`src/design/tcw_pkg.sv`:
```
// ----------------------------------------------------------------------------
// tcw_pkg
// Types, microcode encoding and control store of the text console writer.
// ----------------------------------------------------------------------------
package tcw_pkg;

  localparam int COL_W  = 7;
  localparam int ROW_W  = 5;
  localparam int CELL_W = 16;
  localparam int STEP_W = 5;

  typedef enum logic [1:0] {
    MODE_PUT   = 2'd0,
    MODE_SET   = 2'd1,
    MODE_CLEAR = 2'd2,
    MODE_READ  = 2'd3
  } mode_t;

  typedef struct packed {
    mode_t            mode;
    logic [7:0]       glyph;
    logic [3:0]       fg_color;
    logic [3:0]       bg_color;
    logic [COL_W-1:0] pos_x;
    logic [ROW_W-1:0] pos_y;
  } in_item_t;

  typedef struct packed {
    logic [COL_W-1:0]  cur_col;
    logic [ROW_W-1:0]  cur_row;
    logic [CELL_W-1:0] cell_value;
    logic              did_scroll;
    logic              accepted;
  } result_t;

  typedef enum logic [1:0] {
    ADDR_PTR      = 2'd0,
    ADDR_PTR_COLS = 2'd1,
    ADDR_CURSOR   = 2'd2,
    ADDR_POS      = 2'd3
  } addr_sel_t;

  typedef enum logic [1:0] {
    DATA_ZERO  = 2'd0,
    DATA_BLANK = 2'd1,
    DATA_CHAR  = 2'd2,
    DATA_RDATA = 2'd3
  } data_sel_t;

  typedef enum logic [1:0] {
    PTR_HOLD = 2'd0,
    PTR_CLR  = 2'd1,
    PTR_INC  = 2'd2
  } ptr_op_t;

  typedef enum logic [2:0] {
    CUR_HOLD     = 3'd0,
    CUR_WRAP     = 3'd1,
    CUR_LAST_ROW = 3'd2,
    CUR_INC_COL  = 3'd3,
    CUR_LOAD_POS = 3'd4
  } cur_op_t;

  typedef enum logic [2:0] {
    COND_NONE              = 3'd0,
    COND_NOT_COL_FULL      = 3'd1,
    COND_NOT_ROW_OVER      = 3'd2,
    COND_NOT_PTR_COPY_LAST = 3'd3,
    COND_NOT_PTR_LAST      = 3'd4
  } cond_t;

  typedef struct packed {
    logic              mem_we;
    logic              mem_re;
    addr_sel_t         addr_sel;
    data_sel_t         wdata_sel;
    data_sel_t         res_sel;
    ptr_op_t           ptr_op;
    cur_op_t           cur_op;
    logic              set_scroll;
    cond_t             cond;
    logic [STEP_W-1:0] target;
    logic              finish;
    logic              emit;
  } ctrl_t;

  typedef struct packed {
    logic col_full;
    logic row_over;
    logic ptr_copy_last;
    logic ptr_last;
  } status_t;

  localparam logic [STEP_W-1:0] S_INIT       = 5'd0;
  localparam logic [STEP_W-1:0] S_INIT_FILL  = 5'd1;
  localparam logic [STEP_W-1:0] S_INIT_END   = 5'd2;
  localparam logic [STEP_W-1:0] S_PUT        = 5'd3;
  localparam logic [STEP_W-1:0] S_PUT_WRAP   = 5'd4;
  localparam logic [STEP_W-1:0] S_PUT_SCROLL = 5'd5;
  localparam logic [STEP_W-1:0] S_COPY_RD    = 5'd6;
  localparam logic [STEP_W-1:0] S_COPY_WR    = 5'd7;
  localparam logic [STEP_W-1:0] S_BLANK      = 5'd8;
  localparam logic [STEP_W-1:0] S_LAST_ROW   = 5'd9;
  localparam logic [STEP_W-1:0] S_PUT_WR     = 5'd10;
  localparam logic [STEP_W-1:0] S_SET        = 5'd11;
  localparam logic [STEP_W-1:0] S_CLR        = 5'd12;
  localparam logic [STEP_W-1:0] S_CLR_FILL   = 5'd13;
  localparam logic [STEP_W-1:0] S_CLR_END    = 5'd14;
  localparam logic [STEP_W-1:0] S_RD         = 5'd15;
  localparam logic [STEP_W-1:0] S_RD_END     = 5'd16;

  function automatic ctrl_t ucode(input logic [STEP_W-1:0] step);
    ctrl_t c;
    c = '0;
    case (step)
      S_INIT: begin
        c.ptr_op = PTR_CLR;
      end
      S_INIT_FILL: begin
        c.mem_we    = 1'b1;
        c.addr_sel  = ADDR_PTR;
        c.wdata_sel = DATA_ZERO;
        c.ptr_op    = PTR_INC;
        c.cond      = COND_NOT_PTR_LAST;
        c.target    = S_INIT_FILL;
      end
      S_INIT_END: begin
        c.finish = 1'b1;
      end
      S_PUT: begin
        c.cond   = COND_NOT_COL_FULL;
        c.target = S_PUT_SCROLL;
      end
      S_PUT_WRAP: begin
        c.cur_op = CUR_WRAP;
      end
      S_PUT_SCROLL: begin
        c.ptr_op = PTR_CLR;
        c.cond   = COND_NOT_ROW_OVER;
        c.target = S_PUT_WR;
      end
      S_COPY_RD: begin
        c.mem_re   = 1'b1;
        c.addr_sel = ADDR_PTR_COLS;
      end
      S_COPY_WR: begin
        c.mem_we    = 1'b1;
        c.addr_sel  = ADDR_PTR;
        c.wdata_sel = DATA_RDATA;
        c.ptr_op    = PTR_INC;
        c.cond      = COND_NOT_PTR_COPY_LAST;
        c.target    = S_COPY_RD;
      end
      S_BLANK: begin
        c.mem_we     = 1'b1;
        c.addr_sel   = ADDR_PTR;
        c.wdata_sel  = DATA_BLANK;
        c.ptr_op     = PTR_INC;
        c.set_scroll = 1'b1;
        c.cond       = COND_NOT_PTR_LAST;
        c.target     = S_BLANK;
      end
      S_LAST_ROW: begin
        c.cur_op = CUR_LAST_ROW;
      end
      S_PUT_WR: begin
        c.mem_we    = 1'b1;
        c.addr_sel  = ADDR_CURSOR;
        c.wdata_sel = DATA_CHAR;
        c.res_sel   = DATA_CHAR;
        c.cur_op    = CUR_INC_COL;
        c.finish    = 1'b1;
        c.emit      = 1'b1;
      end
      S_SET: begin
        c.cur_op  = CUR_LOAD_POS;
        c.res_sel = DATA_ZERO;
        c.finish  = 1'b1;
        c.emit    = 1'b1;
      end
      S_CLR: begin
        c.ptr_op = PTR_CLR;
      end
      S_CLR_FILL: begin
        c.mem_we    = 1'b1;
        c.addr_sel  = ADDR_PTR;
        c.wdata_sel = DATA_BLANK;
        c.ptr_op    = PTR_INC;
        c.cond      = COND_NOT_PTR_LAST;
        c.target    = S_CLR_FILL;
      end
      S_CLR_END: begin
        c.res_sel = DATA_BLANK;
        c.finish  = 1'b1;
        c.emit    = 1'b1;
      end
      S_RD: begin
        c.mem_re   = 1'b1;
        c.addr_sel = ADDR_POS;
      end
      S_RD_END: begin
        c.res_sel = DATA_RDATA;
        c.finish  = 1'b1;
        c.emit    = 1'b1;
      end
      default: begin
        c.finish = 1'b1;
      end
    endcase
    return c;
  endfunction

endpackage

```
`src/design/tcw_sequencer.sv`:
```
// ----------------------------------------------------------------------------
// tcw_sequencer
// Step counter over the control store, with dispatch on mode and jumps.
// ----------------------------------------------------------------------------
module tcw_sequencer (
  input  logic            clk,
  input  logic            rst,
  input  logic            accept,
  input  tcw_pkg::mode_t  mode,
  input  tcw_pkg::status_t status,
  output tcw_pkg::ctrl_t  ctrl,
  output logic            busy
);
  import tcw_pkg::*;

  logic [STEP_W-1:0] pc;
  logic [STEP_W-1:0] pc_next;
  logic              running;
  logic              running_next;
  logic [STEP_W-1:0] entry;
  logic              jump;
  ctrl_t             word;

  assign word = ucode(pc);
  assign ctrl = running ? word : '0;
  assign busy = running;

  always_comb begin
    case (mode)
      MODE_PUT:   entry = S_PUT;
      MODE_SET:   entry = S_SET;
      MODE_CLEAR: entry = S_CLR;
      MODE_READ:  entry = S_RD;
      default:    entry = S_SET;
    endcase
  end

  always_comb begin
    case (word.cond)
      COND_NONE:              jump = 1'b0;
      COND_NOT_COL_FULL:      jump = !status.col_full;
      COND_NOT_ROW_OVER:      jump = !status.row_over;
      COND_NOT_PTR_COPY_LAST: jump = !status.ptr_copy_last;
      COND_NOT_PTR_LAST:      jump = !status.ptr_last;
      default:                jump = 1'b0;
    endcase
  end

  always_comb begin
    pc_next      = pc;
    running_next = running;
    if (accept) begin
      pc_next      = entry;
      running_next = 1'b1;
    end else if (running) begin
      if (jump) begin
        pc_next = word.target;
      end else if (word.finish) begin
        running_next = 1'b0;
      end else begin
        pc_next = pc + 1'b1;
      end
    end
  end

  always_ff @(posedge clk) begin
    if (rst) begin
      pc      <= S_INIT;
      running <= 1'b1;
    end else begin
      pc      <= pc_next;
      running <= running_next;
    end
  end

endmodule

```
`config.mk`:
```
export PLATFORM = sky130hd
export DESIGN_NAME = tcw_sequencer
export DESIGN_NICKNAME = d
export VERILOG_FILES = /design/src/design/tcw_pkg.sv /design/src/design/tcw_sequencer.sv
export SDC_FILE = /design/constraint.sdc
export NUM_CORES = 1
export LEC_CHECK = 0
export BUFFER_PORTS_ARGS = -buffer_cell sky130_fd_sc_hd__buf_4
export CAP_MARGIN = 40
export CORE_MARGIN = 2
export CORE_UTILIZATION = 45
export DETAILED_ROUTE_END_ITERATION = 10
export HOLD_SLACK_MARGIN = 0.05
export PLACE_DENSITY = 0.76
export SLEW_MARGIN = 20
export SYNTH_ARGS = -nofsm -noshare
export SYNTH_HDL_FRONTEND = slang
export SYNTH_SLANG_ARGS = --single-unit
```
`constraint.sdc`:
```
create_clock -name clk -period 2.1 [get_ports clk]
set_input_delay 0.42 -clock clk [delete_from_list [all_inputs] [get_ports clk]]
set_output_delay 0.42 -clock clk [all_outputs]
set_load 0.005 [all_outputs]
```
==> qor.tcl <==
set qor(cp-start-kind) {flip-flop}
set qor(grt_max_degree) 16
set qor(drive_above_1_share_pct) 45.83
set qor(report.final.slew_viol_count) 0
set qor(r2r_depth) 8
set qor(violations) {negative setup slack}
set qor(pwr_density_cell_mw_per_mm2) 975.1
set qor(seq_area_frac_synth_pct) 12.39
set qor(cp-end-kind) {output port}
set qor(boundaryPins) 34
set qor(fin_crit_sh_pct) 100.7
set qor(min-delay-start) {rst}
set qor(synthesized_nets) 146
set qor(synth.yosys.warnings) 0
set qor(grt_overflow_total) 0
set qor(netlist_instances) 132
set qor(drt-total-wl_um) 2995
set qor(die_area_mm2) 0.002542
set qor(vias) 1138
set qor(report.final.setup_viol) 1
set qor(post-route-min-period_ns) 2.115
set qor(timing.hold.worst_path_depth) 2
set qor(drt-vias-per-instance) 5.836
set qor(min-delay-path-class) {in -> reg}
set qor(final_common_cell) {sky130_fd_sc_hd__buf_4}
set qor(critical_path.slowest_cell) {sky130_fd_sc_hd__dfxtp_4}
set qor(wl_per_cell_um) 15.36
set qor(synthesis.area_um2) 969.7
set qor(clock_insertion_delay_worst_skew_ns) 0.26
set qor(fp-row-count) 16
set qor(most_frequent_cells_in_the_layout) {sky130_fd_sc_hd__buf_4, sky130_fd_sc_hd__nor2_1, sky130_fd_sc_hd__nand2_1}
set qor(critical_path.top_delay_family) {flip-flops}
set qor(die_width_um) 50.42
set qor(worst_path_required_ns) 1.68
set qor(run_status) {complete, but fails checks}
set qor(tritoncts) {done}
set qor(cts.clk_slew.worst_paths_ns) 0.04
set qor(root_buffer) {sky130_fd_sc_hd__clkbuf_4}
set qor(ctsHtreeMaxLevel) 1
set qor(cts_buffers) 3
set qor(antenna_found_initial) 0
set qor(synth_top_area_cell) {sky130_fd_sc_hd__dfxtp_1}
set qor(synth_edf_count) 0
set qor(drt_first_iter_violations) 62
set qor(cap_violations) 0
set qor(skew_ns) 0.006326
set qor(unrepaired_setup_endpoints_after_global_routing) {yes}
set qor(dominantRegCellSynth) {sky130_fd_sc_hd__dfxtp_1}
set qor(ir_drop_worst_case_vdd_v) 0.0005786
set qor(setup_ws_pre_cts_ns) -0.001987
set qor(drt_drc_violations_left) 0
set qor(slowest_delay_ns) 0.37
set qor(die_height_um) 50.42
set qor(max-clock-path-buffers) 2
set qor(worst_r2r_endpoint) {pc[3]}
set qor(p_leak_nw) 0.6213
set qor(ys_async_sr_fraction_pct) 0
set qor(antenna_cells) 0
set qor(grt_first_pass_wirelength_um) 4512
set qor(net_count_of_the_finished_layout) 184
set qor(critPathMaxFanout) 8
set qor(synth_cell_type_count) 48
set qor(finalHoldViolations) 0
set qor(synth_top_cell_area_share_pct) 12.39
set qor(crit_arrival_ns) 1.70
set qor(globalRouteTotalUtil_pct) 22.67
set qor(ranking_of_synthesized_cells_by_area) {sky130_fd_sc_hd__dfxtp_1, sky130_fd_sc_hd__ha_1, sky130_fd_sc_hd__nor2_1, sky130_fd_sc_hd__and2_1, sky130_fd_sc_hd__a21oi_1}
set qor(crit_path_frequent_cell) {sky130_fd_sc_hd__ha_4}
set qor(achievable-frequency_mhz) 472.7
set qor(cts_sinks) 6
set qor(criticalPathCategory) {reg -> out}
set qor(initial_core_util_pct) 48.44
set qor(port_buffers) 32
set qor(detailedPlacementHpwl_um) 2109
set qor(setup-tns-final_ns) -0.01538
set qor(core_area_mm2) 0.002002
set qor(drt.antenna.violating_nets) 0
set qor(cts.hold.buffers_added) 0
set qor(drt_first_pass_iters) 4
set qor(endpoint_worst_hold) {pc[1]}
set qor(synth_area_per_cell_um2) 7.346
set qor(worst-r2r-setup-slack_ns) 0.18
set qor(globalplace.congestion) 0.9378
set qor(report.power.total_w) 0.001363
set qor(fin_ws_ns) -0.01538
set qor(grt_pass1_vias) 977
set qor(worstReg2RegStart) {pc[0]}
set qor(critPathBufInv) 1
set qor(timing.critical_path.cells) {ha_4 > and3_4 > ha_4 > a31o_4 > nor3_4 > buf_4}
set qor(ys_ff_latch) 6
set qor(areaGrowthSynthToFinish_pct) 44.13
per-layer routing:
layer	GRT usage, %	vias to the layer above	share of wire [%]
met3	1.786	6	9.8
met1	28.18	501	39
li1	-	555	-
met5	0	-	0
met2	41.89	76	50
met4	5.405	0	1.7
cell usage after synthesis, types with 3 or more instances:
cell type,instances
sky130_fd_sc_hd__ha_1,5
sky130_fd_sc_hd__a31oi_1,5
sky130_fd_sc_hd__nor2_1,14
sky130_fd_sc_hd__o21ai_0,3
sky130_fd_sc_hd__buf_2,4
sky130_fd_sc_hd__and3_1,4
sky130_fd_sc_hd__a211oi_1,4
sky130_fd_sc_hd__nor3_1,4
sky130_fd_sc_hd__o211ai_1,3
sky130_fd_sc_hd__and2_1,8
sky130_fd_sc_hd__nand2_1,10
sky130_fd_sc_hd__dfxtp_1,6
sky130_fd_sc_hd__inv_1,7
sky130_fd_sc_hd__nand3_1,3
sky130_fd_sc_hd__buf_4,4
sky130_fd_sc_hd__a21oi_1,9
repair_timing:
action / CTS / global route
buffers inserted: 0 / 5
endpoints found under the setup margin: 14 / 14
gates resized for setup: 14 / 15
pin swaps: 1 / 4
kinds of logic (layout without fill, tap and decap cells):
| logic type | count (synthesis) | after routing | synth area share, % |
|---|---|---|---|
| xor+xnor | 2 | 2 | 1.807 |
| other cells | 1 | 1 | 0.3867 |
| flops | 6 | 6 | 12.39 |
| simple gates | 55 | 55 | 32.77 |
| buf+inv | 19 | 55 | 10.19 |
| mux | 4 | 4 | 5.548 |
| fa+ha+maj | 5 | 5 | 6.452 |
| compound gates | 40 | 40 | 30.45 |
state kept, by name, indices dropped and copies added, names as in the netlist:
name / cells
pc: 5
busy: 1
report_power, final:
part,internal [W],leakage [nW],switching (W),total (W)
combinational,0.000524,0.556,0.000513,0.00104
sequential,0.000152,0.0513,0.0000590,0.000211
clock,0.0000651,0.0138,0.0000493,0.000114
total,0.000741,0.621,0.000622,0.00136
layout make-up:
| type | instances | area [um^2] |
|---|---|---|
| sequential | 6 | 130.1 |
| multi-input combinational | 107 | 850.8 |
| timing repair buffer | 44 | 327.8 |
| clock buffer | 3 | 22.52 |
| tap | 27 | 33.78 |
| fill | 171 | 604.3 |
| inverter | 8 | 32.53 |
worst max path at each step:
stage	from	endpoint	depth (start not counted)
finish	pc[1]	ctrl[1]	6
global route	pc[0]	ctrl[2]	7
CTS	pc[0]	ctrl[1]	6
detailed placement	pc[0]	ctrl[1]	6
global placement	pc[0]	ctrl[1]	6
floorplan	pc[2]	pc[3]	8
through the flow:
| step | util (%) | cell area (um^2) | cells | hold WS, ns |
|---|---|---|---|---|
| 2_1_floorplan | - | 969.7 | 132 | 0.4928 |
| 3_3_place_gp | 61.31 | 1227 | 187 | 0.4640 |
| 3_5_place_dp | 61.31 | 1227 | 187 | 0.4672 |
| 4_1_cts | 64.56 | 1292 | 190 | 0.3818 |
| 5_1_grt | 69.81 | 1398 | 195 | 0.4030 |
| 6_report | 69.81 | 1398 | 195 | 0.3728 |
worst register-to-register path, cell delays in order (launching register included):
cell and delay, ns:
sky130_fd_sc_hd__dfxtp_4 0.36, sky130_fd_sc_hd__inv_4 0.10, sky130_fd_sc_hd__ha_4 0.16, sky130_fd_sc_hd__nor2b_4 0.17, sky130_fd_sc_hd__buf_4 0.14, sky130_fd_sc_hd__a31o_4 0.19, sky130_fd_sc_hd__o211ai_2 0.16, sky130_fd_sc_hd__a2111o_1 0.43
sky130_fd_sc_hd__o221ai_2 0.14
Power figures use the tool's default switching activity.
